--- src/design/bpfa_pkg.sv ---
// Shared types and constants for the bitmap page frame allocator.
// Used by the controller, the datapath and the top level; no dependencies.
`default_nettype none

package bpfa_pkg;

    // Field widths fixed by the interface
    localparam int TYPE_W   = 3;
    localparam int IDX_W    = 10;
    localparam int TOTAL_W  = 11;
    localparam int COUNT_W  = 11;
    localparam int STATUS_W = 2;

    // Parameter defaults
    localparam int MAX_PAGES_DEF     = 1024;
    localparam int MAP_WORD_BITS_DEF = 64;

    // Total page register after reset
    localparam logic [TOTAL_W-1:0] TOTAL_RESET = 11'd1024;

    // Request kinds
    localparam logic [TYPE_W-1:0] REQ_ALLOC     = 3'd0;
    localparam logic [TYPE_W-1:0] REQ_FREE      = 3'd1;
    localparam logic [TYPE_W-1:0] REQ_LOCK      = 3'd2;
    localparam logic [TYPE_W-1:0] REQ_RESERVE   = 3'd3;
    localparam logic [TYPE_W-1:0] REQ_UNRESERVE = 3'd4;

    // Result status codes
    localparam logic [STATUS_W-1:0] STS_DONE      = 2'd0;
    localparam logic [STATUS_W-1:0] STS_NO_CHANGE = 2'd1;
    localparam logic [STATUS_W-1:0] STS_NO_FREE   = 2'd2;
    localparam logic [STATUS_W-1:0] STS_RANGE     = 2'd3;

    // Controller states
    typedef enum logic [1:0] {
        S_CLEAR,
        S_IDLE,
        S_SCAN,
        S_RMW
    } t_state;

    // Controller to datapath commands
    typedef struct packed {
        logic word_clear;  // reset the word counter
        logic word_inc;    // advance the word counter
        logic clr_wr;      // write a zero word at the word counter
        logic latch_req;   // capture the incoming request
        logic rd_in;       // read the word the incoming request needs
        logic rd_next;     // read the word after the word counter
        logic scan;        // evaluate one word of the allocate scan
        logic rmw;         // finish a single-page update
    } t_dp_cmd;

    // Datapath to controller status
    typedef struct packed {
        logic last_word;   // word counter at the last map word
        logic in_alloc;    // incoming request is an allocate
        logic scan_done;   // allocate scan ends in this cycle
    } t_dp_sts;

endpackage

`default_nettype wire

--- src/design/bpfa_ram.sv ---
// Generic single-write, single-read RAM with registered read data.
// No dependencies.
`default_nettype none

module bpfa_ram #(
    parameter int WIDTH = 64,
    parameter int DEPTH = 16,
    parameter int AW    = (DEPTH > 1) ? $clog2(DEPTH) : 1
) (
    input  wire logic             i_clk,
    input  wire logic             i_we,
    input  wire logic [AW-1:0]    i_waddr,
    input  wire logic [WIDTH-1:0] i_wdata,
    input  wire logic [AW-1:0]    i_raddr,
    output logic      [WIDTH-1:0] o_rdata
);

    logic [WIDTH-1:0] r_mem [DEPTH];
    logic [WIDTH-1:0] r_rdata;

    // Write port and registered read port
    always_ff @(posedge i_clk) begin
        if (i_we) begin
            r_mem[i_waddr] <= i_wdata;
        end
        r_rdata <= r_mem[i_raddr];
    end

    assign o_rdata = r_rdata;

endmodule

`default_nettype wire

--- src/design/bpfa_ctrl.sv ---
// Sequencing state machine of the page frame allocator.
// Depends on bpfa_pkg; drives the datapath through t_dp_cmd.
`default_nettype none

module bpfa_ctrl (
    input  wire logic              i_clk,
    input  wire logic              i_rst_n,
    input  wire logic              start,
    output logic                   busy,
    input  wire bpfa_pkg::t_dp_sts i_sts,
    output bpfa_pkg::t_dp_cmd      o_cmd
);
    import bpfa_pkg::*;

    t_state r_state;
    t_state n_state;

    // State register; reset starts the map clearing pass
    always_ff @(posedge i_clk) begin
        if (!i_rst_n) begin
            r_state <= S_CLEAR;
        end else begin
            r_state <= n_state;
        end
    end

    // Next state and commands
    always_comb begin
        n_state = r_state;
        o_cmd   = '0;
        busy    = 1'b1;
        unique case (r_state)
            S_CLEAR: begin
                o_cmd.clr_wr   = 1'b1;
                o_cmd.word_inc = 1'b1;
                if (i_sts.last_word) begin
                    n_state = S_IDLE;
                end
            end
            S_IDLE: begin
                busy = 1'b0;
                if (start) begin
                    o_cmd.latch_req  = 1'b1;
                    o_cmd.rd_in      = 1'b1;
                    o_cmd.word_clear = 1'b1;
                    n_state = i_sts.in_alloc ? S_SCAN : S_RMW;
                end
            end
            S_SCAN: begin
                o_cmd.scan    = 1'b1;
                o_cmd.rd_next = 1'b1;
                if (i_sts.scan_done) begin
                    n_state = S_IDLE;
                end else begin
                    o_cmd.word_inc = 1'b1;
                end
            end
            S_RMW: begin
                o_cmd.rmw = 1'b1;
                n_state   = S_IDLE;
            end
            default: begin
                n_state = S_IDLE;
            end
        endcase
    end

endmodule

`default_nettype wire

--- src/design/bpfa_dp.sv ---
// Datapath of the page frame allocator: page map RAM, counters, total
// register and result registers. Depends on bpfa_pkg and bpfa_ram.
`default_nettype none

module bpfa_dp #(
    parameter int MAX_PAGES     = bpfa_pkg::MAX_PAGES_DEF,
    parameter int MAP_WORD_BITS = bpfa_pkg::MAP_WORD_BITS_DEF
) (
    input  wire logic                           i_clk,
    input  wire logic                           i_rst_n,
    input  wire logic                           i_cfg_wr_en,
    input  wire logic [bpfa_pkg::TOTAL_W-1:0]   i_cfg_wr_data,
    input  wire logic [bpfa_pkg::TYPE_W-1:0]    i_req_type,
    input  wire logic [bpfa_pkg::IDX_W-1:0]     i_page_index,
    input  wire bpfa_pkg::t_dp_cmd              i_cmd,
    output bpfa_pkg::t_dp_sts                   o_sts,
    output logic                                o_result_valid,
    output logic      [bpfa_pkg::STATUS_W-1:0]  o_status,
    output logic      [bpfa_pkg::IDX_W-1:0]     o_granted_page,
    output logic      [bpfa_pkg::COUNT_W-1:0]   o_used_pages,
    output logic      [bpfa_pkg::COUNT_W-1:0]   o_reserved_pages,
    output logic      [bpfa_pkg::COUNT_W-1:0]   o_free_pages
);
    import bpfa_pkg::*;

    // MAP_WORD_BITS is a power of two: page index splits into word and bit
    localparam int MAP_WORDS = (MAX_PAGES + MAP_WORD_BITS - 1) / MAP_WORD_BITS;
    localparam int AW        = (MAP_WORDS > 1) ? $clog2(MAP_WORDS) : 1;
    localparam int BIT_W     = $clog2(MAP_WORD_BITS);
    localparam int EW        = (AW + BIT_W + 1 > 12) ? AW + BIT_W + 1 : 12;
    // Counters run wide: a clear that finds the other counter at zero leaves
    // this one counted, so repeated set/clear pairs can push it past the map
    localparam int TALLY_W   = 32;
    localparam logic [AW-1:0] LAST_WORD = AW'(MAP_WORDS - 1);
    localparam logic [EW-1:0] MAX_EW    = EW'(MAX_PAGES);
    localparam logic [EW-1:0] WORD_EW   = EW'(MAP_WORD_BITS);

    logic [TOTAL_W-1:0]       r_total;
    logic [AW-1:0]            r_word;
    logic [TYPE_W-1:0]        r_kind;
    logic [IDX_W-1:0]         r_idx;
    logic [TALLY_W-1:0]       r_used;
    logic [TALLY_W-1:0]       r_rsvd;
    logic                     r_res_vld;
    logic [STATUS_W-1:0]      r_res_status;
    logic [IDX_W-1:0]         r_res_granted;
    logic [COUNT_W-1:0]       r_res_free;

    logic [TALLY_W-1:0]       n_used;
    logic [TALLY_W-1:0]       n_rsvd;
    logic                     n_res_vld;
    logic [STATUS_W-1:0]      n_res_status;
    logic [IDX_W-1:0]         n_res_granted;

    logic [EW-1:0]            eff_total;
    logic [EW-1:0]            scan_start;
    logic [EW-1:0]            scan_rem;
    logic                     scan_in_range;
    logic [MAP_WORD_BITS-1:0] scan_mask;
    logic [MAP_WORD_BITS-1:0] scan_cand;
    logic [BIT_W-1:0]         scan_pos;
    logic                     scan_found;
    logic [BIT_W-1:0]         rmw_bit;
    logic                     rmw_taken;
    logic                     rmw_want;
    logic                     rmw_in_range;
    logic [TALLY_W-1:0]       sum_cnt;
    logic [TALLY_W-1:0]       total_cnt;
    logic [TALLY_W-1:0]       free_cnt;

    logic                     ram_we;
    logic [AW-1:0]            ram_waddr;
    logic [MAP_WORD_BITS-1:0] ram_wdata;
    logic [AW-1:0]            ram_raddr;
    logic [MAP_WORD_BITS-1:0] ram_rdata;

    bpfa_ram #(
        .WIDTH (MAP_WORD_BITS),
        .DEPTH (MAP_WORDS),
        .AW    (AW)
    ) u_map (
        .i_clk   (i_clk),
        .i_we    (ram_we),
        .i_waddr (ram_waddr),
        .i_wdata (ram_wdata),
        .i_raddr (ram_raddr),
        .o_rdata (ram_rdata)
    );

    // Clamp the configured total to the map capacity
    assign eff_total = (EW'(r_total) > MAX_EW) ? MAX_EW : EW'(r_total);

    // Allocate scan: mask off pages at or above the total, find lowest clear
    assign scan_start    = EW'(r_word) << BIT_W;
    assign scan_in_range = scan_start < eff_total;
    assign scan_rem      = eff_total - scan_start;

    always_comb begin
        for (int b = 0; b < MAP_WORD_BITS; b++) begin
            scan_mask[b] = EW'(b) < scan_rem;
        end
    end

    assign scan_cand  = ~ram_rdata & scan_mask;
    assign scan_found = scan_in_range && (|scan_cand);

    always_comb begin
        scan_pos = '0;
        for (int b = MAP_WORD_BITS - 1; b >= 0; b--) begin
            if (scan_cand[b]) begin
                scan_pos = BIT_W'(b);
            end
        end
    end

    // Single-page update terms
    assign rmw_bit      = r_idx[BIT_W-1:0];
    assign rmw_taken    = ram_rdata[rmw_bit];
    assign rmw_want     = (r_kind == REQ_LOCK) || (r_kind == REQ_RESERVE);
    assign rmw_in_range = EW'(r_idx) < eff_total;

    // Status to the controller
    assign o_sts.last_word = r_word == LAST_WORD;
    assign o_sts.in_alloc  = i_req_type == REQ_ALLOC;
    assign o_sts.scan_done = scan_found || !scan_in_range || (scan_rem <= WORD_EW);

    // Memory ports, counter updates and result
    always_comb begin
        ram_we        = 1'b0;
        ram_waddr     = r_word;
        ram_wdata     = '0;
        ram_raddr     = r_word;
        n_used        = r_used;
        n_rsvd        = r_rsvd;
        n_res_vld     = 1'b0;
        n_res_status  = STS_NO_CHANGE;
        n_res_granted = '0;

        if (i_cmd.rd_in) begin
            ram_raddr = o_sts.in_alloc ? '0 : AW'(i_page_index >> BIT_W);
        end else if (i_cmd.rd_next) begin
            ram_raddr = r_word + AW'(1);
        end

        if (i_cmd.clr_wr) begin
            ram_we = 1'b1;
        end

        if (i_cmd.scan && o_sts.scan_done) begin
            n_res_vld = 1'b1;
            if (scan_found) begin
                ram_we        = 1'b1;
                ram_wdata     = ram_rdata | (MAP_WORD_BITS'(1) << scan_pos);
                n_used        = r_used + TALLY_W'(1);
                n_res_status  = STS_DONE;
                n_res_granted = IDX_W'(scan_start + EW'(scan_pos));
            end else begin
                n_res_status = STS_NO_FREE;
            end
        end

        if (i_cmd.rmw) begin
            n_res_vld = 1'b1;
            ram_waddr = AW'(r_idx >> BIT_W);
            if (r_kind == REQ_ALLOC || r_kind > REQ_UNRESERVE) begin
                n_res_status = STS_NO_CHANGE;
            end else if (!rmw_in_range) begin
                n_res_status = STS_RANGE;
            end else if (rmw_taken == rmw_want) begin
                n_res_status = STS_NO_CHANGE;
            end else begin
                ram_we       = 1'b1;
                n_res_status = STS_DONE;
                if (rmw_want) begin
                    ram_wdata = ram_rdata | (MAP_WORD_BITS'(1) << rmw_bit);
                end else begin
                    ram_wdata = ram_rdata & ~(MAP_WORD_BITS'(1) << rmw_bit);
                end
                unique case (r_kind)
                    REQ_FREE:    n_used = (r_used == '0) ? '0 : r_used - TALLY_W'(1);
                    REQ_LOCK:    n_used = r_used + TALLY_W'(1);
                    REQ_RESERVE: n_rsvd = r_rsvd + TALLY_W'(1);
                    default:     n_rsvd = (r_rsvd == '0) ? '0 : r_rsvd - TALLY_W'(1);
                endcase
            end
        end
    end

    // Free pages after the update, floored at zero
    assign sum_cnt   = n_used + n_rsvd;
    assign total_cnt = TALLY_W'(eff_total);
    assign free_cnt  = (sum_cnt >= total_cnt) ? '0 : total_cnt - sum_cnt;

    // Control registers
    always_ff @(posedge i_clk) begin
        if (!i_rst_n) begin
            r_total   <= TOTAL_RESET;
            r_word    <= '0;
            r_used    <= '0;
            r_rsvd    <= '0;
            r_res_vld <= 1'b0;
        end else begin
            if (i_cfg_wr_en) begin
                r_total <= i_cfg_wr_data;
            end
            if (i_cmd.word_clear) begin
                r_word <= '0;
            end else if (i_cmd.word_inc) begin
                r_word <= r_word + AW'(1);
            end
            r_used    <= n_used;
            r_rsvd    <= n_rsvd;
            r_res_vld <= n_res_vld;
        end
    end

    // Request and result payload registers
    always_ff @(posedge i_clk) begin
        if (i_cmd.latch_req) begin
            r_kind <= i_req_type;
            r_idx  <= i_page_index;
        end
        if (n_res_vld) begin
            r_res_status  <= n_res_status;
            r_res_granted <= n_res_granted;
            r_res_free    <= COUNT_W'(free_cnt);
        end
    end

    assign o_result_valid   = r_res_vld;
    assign o_status         = r_res_status;
    assign o_granted_page   = r_res_granted;
    assign o_used_pages     = r_used[COUNT_W-1:0];
    assign o_reserved_pages = r_rsvd[COUNT_W-1:0];
    assign o_free_pages     = r_res_free;

endmodule

`default_nettype wire

--- src/design/bitmap_page_frame_allocator_top.sv ---
// Bitmap page frame allocator, first fit: controller plus datapath.
// Depends on bpfa_pkg, bpfa_ctrl, bpfa_dp (and bpfa_ram through bpfa_dp).
//
// A request is taken when start is high and busy is low. Its result appears
// on the o_ ports for exactly one cycle, marked by o_result_valid; the
// receiver cannot stall it. After reset the block clears its page map, one
// map word per cycle, and holds busy high meanwhile. Free, lock, reserve
// and unreserve read the map word, then write it back if the page changes.
// An allocate reads the map RAM one word per cycle from the lowest page
// upward, examining at least one word and at most
// ceil(min(total, MAX_PAGES) / MAP_WORD_BITS) words. busy drops in
// the cycle the result is shown, so a new request may be given then.
// total_pages may be written only while the block is idle. MAP_WORD_BITS
// must be a power of two.
`default_nettype none

module bitmap_page_frame_allocator_top #(
    parameter int MAX_PAGES     = bpfa_pkg::MAX_PAGES_DEF,
    parameter int MAP_WORD_BITS = bpfa_pkg::MAP_WORD_BITS_DEF
) (
    input  wire logic                          i_clk,
    input  wire logic                          i_rst_n,
    input  wire logic                          i_cfg_wr_en,
    input  wire logic [bpfa_pkg::TOTAL_W-1:0]  i_cfg_wr_data,
    input  wire logic                          start,
    output logic                               busy,
    input  wire logic [bpfa_pkg::TYPE_W-1:0]   i_req_type,
    input  wire logic [bpfa_pkg::IDX_W-1:0]    i_page_index,
    output logic                               o_result_valid,
    output logic      [bpfa_pkg::STATUS_W-1:0] o_status,
    output logic      [bpfa_pkg::IDX_W-1:0]    o_granted_page,
    output logic      [bpfa_pkg::COUNT_W-1:0]  o_used_pages,
    output logic      [bpfa_pkg::COUNT_W-1:0]  o_reserved_pages,
    output logic      [bpfa_pkg::COUNT_W-1:0]  o_free_pages
);
    import bpfa_pkg::*;

    t_dp_cmd dp_cmd;
    t_dp_sts dp_sts;

    bpfa_ctrl u_ctrl (
        .i_clk   (i_clk),
        .i_rst_n (i_rst_n),
        .start   (start),
        .busy    (busy),
        .i_sts   (dp_sts),
        .o_cmd   (dp_cmd)
    );

    bpfa_dp #(
        .MAX_PAGES     (MAX_PAGES),
        .MAP_WORD_BITS (MAP_WORD_BITS)
    ) u_dp (
        .i_clk            (i_clk),
        .i_rst_n          (i_rst_n),
        .i_cfg_wr_en      (i_cfg_wr_en),
        .i_cfg_wr_data    (i_cfg_wr_data),
        .i_req_type       (i_req_type),
        .i_page_index     (i_page_index),
        .i_cmd            (dp_cmd),
        .o_sts            (dp_sts),
        .o_result_valid   (o_result_valid),
        .o_status         (o_status),
        .o_granted_page   (o_granted_page),
        .o_used_pages     (o_used_pages),
        .o_reserved_pages (o_reserved_pages),
        .o_free_pages     (o_free_pages)
    );

endmodule

`default_nettype wire

--- config.mk ---
export PLATFORM = sky130hd
export DESIGN_NAME = bitmap_page_frame_allocator_top
export DESIGN_NICKNAME = d
export VERILOG_FILES = /design/src/design/bpfa_pkg.sv /design/src/design/bpfa_ram.sv /design/src/design/bpfa_ctrl.sv /design/src/design/bpfa_dp.sv /design/src/design/bitmap_page_frame_allocator_top.sv
export SDC_FILE = /design/constraint.sdc
export NUM_CORES = 2
export LEC_CHECK = 0
export BUFFER_PORTS_ARGS = -buffer_cell sky130_fd_sc_hd__buf_2
export CAP_MARGIN = 25
export CORE_ASPECT_RATIO = 1.25
export CORE_MARGIN = 2
export CORE_UTILIZATION = 50
export CTS_CLUSTER_SIZE = 10
export DETAILED_ROUTE_END_ITERATION = 10
export PLACE_DENSITY_LB_ADDON = 0.12
export REMOVE_ABC_BUFFERS = 1
export SYNTH_ARGS = -nofsm -noshare
export SYNTH_HDL_FRONTEND = slang
export SYNTH_SLANG_ARGS = --single-unit
export TNS_END_PERCENT = 50
--- constraint.sdc ---
create_clock -name i_clk -period 11.2 [get_ports i_clk]
set_input_delay 2.24 -clock i_clk [delete_from_list [all_inputs] [get_ports i_clk]]
set_output_delay 2.24 -clock i_clk [all_outputs]
set_load 0.01 [all_outputs]
---- Word level (Yosys, flattened, before mapping) ----
Memories as Yosys holds them, arrays and structs flattened. A register that Yosys moved wholly into a read port is not among the register bits.
Index checks and enable logic that the tools add are counted.
cells by class
  mux-type cells .......................... 124
  magnitude comparators ................... 71
  reduce and logical (&&, ||, !) cells .... 17
  bitwise gates (word level) .............. 7
  shift operators ......................... 2
  $add $sub $neg .......................... 9
  eq/ne operators ......................... 11
operator list
  cell                     number
  $mux W64                 7
  $lt A6 B12 Y1 const A    32
  $mux W32                 12
  $mux W6                  64
  $lt A5 B12 Y1 const A    16
  $and A64 B64 Y64         2
  $not A64 Y64             2
  $or A64 B64 Y64          2
  $pmux W32 S2             2
  $shl A1 B6 Y64 const A   2
  $lt A4 B12 Y1 const A    8
  $add A32 B1 Y32 const B  2
  $logic_not A32 Y1        2
  $reduce_or A64 Y1        1
  $sub A32 B1 Y32 const B  2
  $lt A3 B12 Y1 const A    4
  $add A32 B32 Y32         1
  $ge A32 B11 Y1           1
  $lt A1 B12 Y1 const A    2
  $lt A10 B12 Y1           2
  $lt A2 B12 Y1 const A    2
  $mux W2                  11
  $mux W1                  20
  $mux W4                  4
  other kinds (29)         38
storage, ports and cells
  output and inout port bits .............. 47
  memory bits (writable) .................. 1024
  bits of input ports ..................... 28
  register bits ........................... 118
  memories kept ........................... 1
memory list
  name              words  width  read ports  clocked after Yosys merged registers in  wr ports  RTL line        RTL
  u_dp.u_map.r_mem  16     64     1           1                                        1         bpfa_ram.sv:18  logic [WIDTH-1:0] r_mem [DEPTH];

---- Logic depth before layout (Yosys ltp) ----
  depth in word-level cells ............... 77
  depth in mapped cells ................... 39
  depth with buffers taken out ............ 35

---- Cells and area by module ----
From an unflattened synthesis, not the netlist that was laid out.
unflattened totals
  cell total of the unflattened synthesis .. 3880
  area total of the unflattened synthesis .. 54952.7 sq um
by module, submodules not included
  module     times used  sequential area each (sq um)  area an instance (sq um)  cells each
  bpfa_ram   1           32030.7                       39581.7                   1647
  bpfa_dp    1           2682.6                        15224.6                   2217
  bpfa_ctrl  1           40.0                          146.4                     16

---- Least setup slack after synthesis ----
OpenSTA, ideal clock, no wires.
  kind .................................... flip-flop to flip-flop
  start point ............................. register u_dp.r_total[10]
  end point ............................... register u_dp.r_res_free[0], in the netlist u_dp.o_free_pages[0] (data pin)
  setup slack ............................. 2150 ps
  setup time .............................. 132 ps
  clock period less this slack ............ 9050 ps
  path buffers ............................ 4
  stages on the path, launching flop included .. 39
  required time ........................... 11068 ps
  arrival ................................. 8917 ps
  path through ............................ dfxtp_1 -> inv_1 -> clkbuf_1 -> nand2_1 -> ha_1 -> inv_1 -> fa_1 -> a211o_1 -> a311o_1 -> a211oi_4 -> buf_6 -> a31oi_1 -> nor4_2 -> nand4_2 -> or4_4 -> nand2_1 -> buf_2 -> o21a_1 -> [3 not listed] -> nor2b_1 -> o31a_1 -> o21ai_0 -> a21boi_0 -> xor2_1 -> ha_1 -> a221o_1 -> a2111oi_0 -> nand4_1 -> or4_1 -> a2111o_1 -> nor4b_1 -> o211ai_1 -> or4_1 -> nor4_1 -> o2111a_1 -> clkbuf_1 -> and3b_1
between the ends
  word-level cells in the longest chain between the ends .. 18
  elaborated cells on any way between the ends .. 90
  classes of those cells .................. 3 x add/sub; 69 x order compare; 11 x mux; 1 x bitwise; 6 x reduce/logical
ends and longest elaborated chain
  element                                RTL line        RTL
  from (decl)                            bpfa_dp.sv:38   logic [TOTAL_W-1:0] r_total;
  from (signal assigned)                 bpfa_dp.sv:204  r_total <= i_cfg_wr_data;
  $gt A11 B11 Y1                         bpfa_dp.sv:91   assign eff_total = (EW'(r_total) > MAX_EW) ? MAX_EW : EW'(r_total);
  $mux W11 (*)                           bpfa_dp.sv:91
  $sub A12 B10 Y12                       bpfa_dp.sv:96   assign scan_rem = eff_total - scan_start;
  $lt A1 B12 Y1 (tied with other cells)  bpfa_dp.sv:100  scan_mask[b] = EW'(b) < scan_rem;
  $and A64 B64 Y64                       bpfa_dp.sv:104  assign scan_cand = ~ram_rdata & scan_mask;
  $reduce_or A64 Y1                      bpfa_dp.sv:105  assign scan_found = scan_in_range && (|scan_cand);
  $logic_and A1 B1 Y1                    bpfa_dp.sv:105
  $logic_or A1 B1 Y1 (2 in series)       bpfa_dp.sv:125  assign o_sts.scan_done = scan_found || !scan_in_range || (scan_rem <= WORD_EW);
  [2 not listed]                         n/a
  $pmux W32 S2                           bpfa_dp.sv:179  unique case (r_kind)
  $mux W32                               bpfa_dp.sv:169  end else if (rmw_taken == rmw_want) begin
  $mux W32                               bpfa_dp.sv:167  end else if (!rmw_in_range) begin
  $mux W32                               bpfa_dp.sv:165  if (r_kind == REQ_ALLOC || r_kind > REQ_UNRESERVE) begin
  $mux W32 (*)                           bpfa_dp.sv:162  if (i_cmd.rmw) begin
  net u_dp.n_used[2]                     bpfa_dp.sv:49   logic [TALLY_W-1:0] n_used;
  $add A32 B32 Y32 (*)                   bpfa_dp.sv:190  assign sum_cnt = n_used + n_rsvd;
  $ge A32 B11 Y1 (*)                     bpfa_dp.sv:192  assign free_cnt = (sum_cnt >= total_cnt) ? '0 : total_cnt - sum_cnt;
  to (signal assigned)                   bpfa_dp.sv:226  r_res_free <= COUNT_W'(free_cnt);
  to (decl)                              bpfa_dp.sv:47   logic [COUNT_W-1:0] r_res_free;
Mark *: on every way through the listed nets, which the timed path passes. The rest lies on a longest branch.
A chain may end at the register's enable or synchronous reset.

---- Final worst setup path ----
  start point ............................. register u_dp.r_total[10]
  end point ............................... register u_dp.r_res_free[3], in the netlist u_dp.o_free_pages[3] (data pin)
The elaborated chain is that of the path after synthesis.

==> metrics <==
status complete, no violations; WP buf/inv 4; Worst Hold Launch u_dp.r_total[7]; CTS tree built; skew final 0.0321 ns; initial antenna violation count 3; crit share post-route 94.0%; worst-margin pin slew 1.22 ns; critical path startpoint u_dp.r_total[10]; largest net degree at the start of global routing 212; I/O pin count 75; Wirelength per Cell 26.7 um; FMAX 95.0 MHz; total power 10,300 uW; max_cap viols 0; Fillers 9,499; vias in the first global route 39,400; Synth Flop Type edfxtp_1; share of cells above drive strength 1 8.61%; post-route cell area 62,600 um^2; synthesized area 56,600 um^2; TritonCTS Sinks 1,206; std cell rows 138; critical path arrival 11.16 ns; startpoint types flip-flop; drt first pass iters 6; nets 5,053; commonest non-fill, non-tap cell in the layout edfxtp_1; Hold Path Class flip-flop to flip-flop; Placed Area 58,400 um^2; Max FO, Critical Path 59; final wirelength 174 mm; sequential cell area fraction in the yosys report 61.4%; initial core utilization 50.2%; FF-to-FF Start u_dp.r_total[10]; # setup viols final 0; count of flip-flops with a built-in enable after synthesis 1,060; 1st-iter DRT viols 4,504; Critical Path RT 11.84 ns; Synth area leaders edfxtp_1 56%, dfxtp_1 5.2%, nand2_1 4.6%, a211oi_1 4.5%, and2_1 3.7%; Root Buffer clkbuf_16; Max Slew Vio Count 0; Worst-Skew Late Latency 0.78 ns; Finished Layout Cells 6,523; Synth-to-Final Area Change 10.6%; residual DRC count 0; Worst path slowest cell nor4_1; global route total overflow 0; CP endpoint kind flip-flop; Multi-input gate area 20,200 um^2; Post-synth ARST share 0%; gr usage total 29.5%; cell mode on critical path ha_1; leakage 0.0223 uW; Clk pin slew, worst setup/hold paths 0.06 ns; Longest Clk Path Bufs 3; Reg area 34,800 um^2; Slew headroom 19.0%; top cell type's share of synthesized area 56.2%; RSZ-0062 raised after global routing false; worst supply voltage drop on vdd 0.000151 V; GPL Wtd Cong 1.04; critical path class flip-flop to flip-flop; XOR/XNOR share of the synthesized area 0.584%; core area 113,000 um^2; Detail Route Antenna Nets 0; clock period minus worst slack 10.52 ns; TNS Setup 0 ns; post-detail-place hpwl 106 mm; DIE AREA 116,000 um^2; post-synthesis cell count 4,993; final core occ 55.5%; H-tree depth 4; Compound-Gate Fraction of Synth Area 18.0%; Die Ht 380 um; final hold vios 0; main combinational cell family by area after synthesis compound AO/OA/AOI/OAI gates; vias 41,700; synth unique cells 89; Cell Pwr Density 164 nW/um^2; commonest cells after routing, fill and taps aside 1,060 x edfxtp_1, 695 x nand2_1, 351 x a21oi_1; CTS Buf Count 142; Seq cells post-synth 1,206; syn_area_per_cell 11.3 um^2; cell family with most CP delay simple AND/OR/NAND/NOR gates; Yosys warnings 0; mux share of post-synthesis cell area 1.05%; Synth Area in Adders 1.70%; port bufs 74; Synth area leader edfxtp_1; Synth Area in Simple Gates 14.0%; CP max stage delay 0.59 ns; Avg Vias per Cell 6.39; dpl cells 6,273; global-route wire length before repair 256 mm; die width 305 um
## repair_timing
item	in CTS	in global routing
hold buffers	0	0
buffers inserted	0	1
gates resized for setup	0	3
setup endpoints to repair	0	11
## Yosys cell counts (all sizes together) (12+ instances only)
master / count
edfxtp: 1060
nand2: 696
a21oi: 352
a211oi: 344
and2: 335
clkbuf: 323
o21ai: 252
nor2: 246
a31oi: 181
dfxtp: 146
a311oi: 131
inv: 76
ha: 72
nor3: 67
a21o: 65
nand3: 57
buf: 53
nor4: 46
and3: 35
o221ai: 29
nand2b: 28
or3: 28
nand4: 26
nor2b: 24
a22oi: 23
o22ai: 23
xnor2: 23
mux2i: 20
o31ai: 20
mux4: 16
or4: 16
o211ai: 13
o21a: 13
xor2: 12
## worst reg2reg max path, delay by kind of cell, from the launching register on
kind	cells	cell delay, ns
XOR/XNOR	2	0.28
flip-flops	1	0.32
AO/OA/AOI/OAI	14	3.88
adder cells (fa/ha/maj)	4	1.18
AND/OR/NAND/NOR	12	4.03
buffers and inverters	4	0.69
## path summary, 6_finish.rpt
path / to / slack [ns] / cells after the start
setup / recovery: u_dp.o_free_pages[3] / 0.68 / 36
setup reg to reg: u_dp.o_free_pages[3] / 0.68 / 36
hold reg to reg: u_dp.r_total[7] / 0.50 / 2
hold / removal: u_dp.r_total[7] / 0.50 / 2
## report_power, final
part / switching [uW] / internal [uW] / total [uW]
logic: 648 / 292 / 940
clock network: 1800 / 2420 / 4220
registers: 136 / 4980 / 5120
## cells by family after synthesis
family | Yosys count
AO/OA/AOI/OAI | 1545
AND/OR/NAND/NOR | 1638
buffers and inverters | 454
XOR/XNOR | 36
multiplexers | 39
flip-flops | 1206
adder cells (fa/ha/maj) | 75
## metrics by stage
| step | setup WS, ns | hold WS (ns) |
|---|---|---|
| final | 0.677 | 0.500 |
| after global routing | 0.125 | 0.542 |
| after CTS | 0.289 | 0.503 |
| after detailed placement | 0.332 | 0.489 |
| after global placement | 0.531 | 0.475 |
| after floorplan | -21.47 | 0.461 |
## per-layer routing
metal	share of wire (%)	vias to the layer above	global-route usage, %
met5	0	-	0
met4	5.5	0	15.4
met3	6.4	415	4.30
met2	49	1728	49.2
met1	40	20600	37.3
li1	-	18900	-
## final cells by class
type | count | area share [%]
sequential | 1206 | 55.5
antenna | 1 | 0.00400
clock inverter | 23 | 0.386
timing repair buffer | 189 | 2.15
clock buffer | 223 | 6.24
tap | 1470 | 2.94
inverter | 78 | 0.468
multi-input combinational | 3333 | 32.3
## registers in the layout, summed over array words and instances (netlist names)
signal,count
u_dp.r_word,4
u_dp.o_granted_page,10
u_dp.u_map.o_rdata,64
u_dp.o_status,2
u_dp.r_used,32
u_dp.r_rsvd,32
u_dp.o_free_pages,11
u_dp.r_total,11
u_ctrl.r_state,2
u_dp.u_map.r_mem,1024
u_dp.o_result_valid,1
u_dp.r_kind,3
u_dp.r_idx,10
Note: power is estimated with default switching activity, not from simulation.
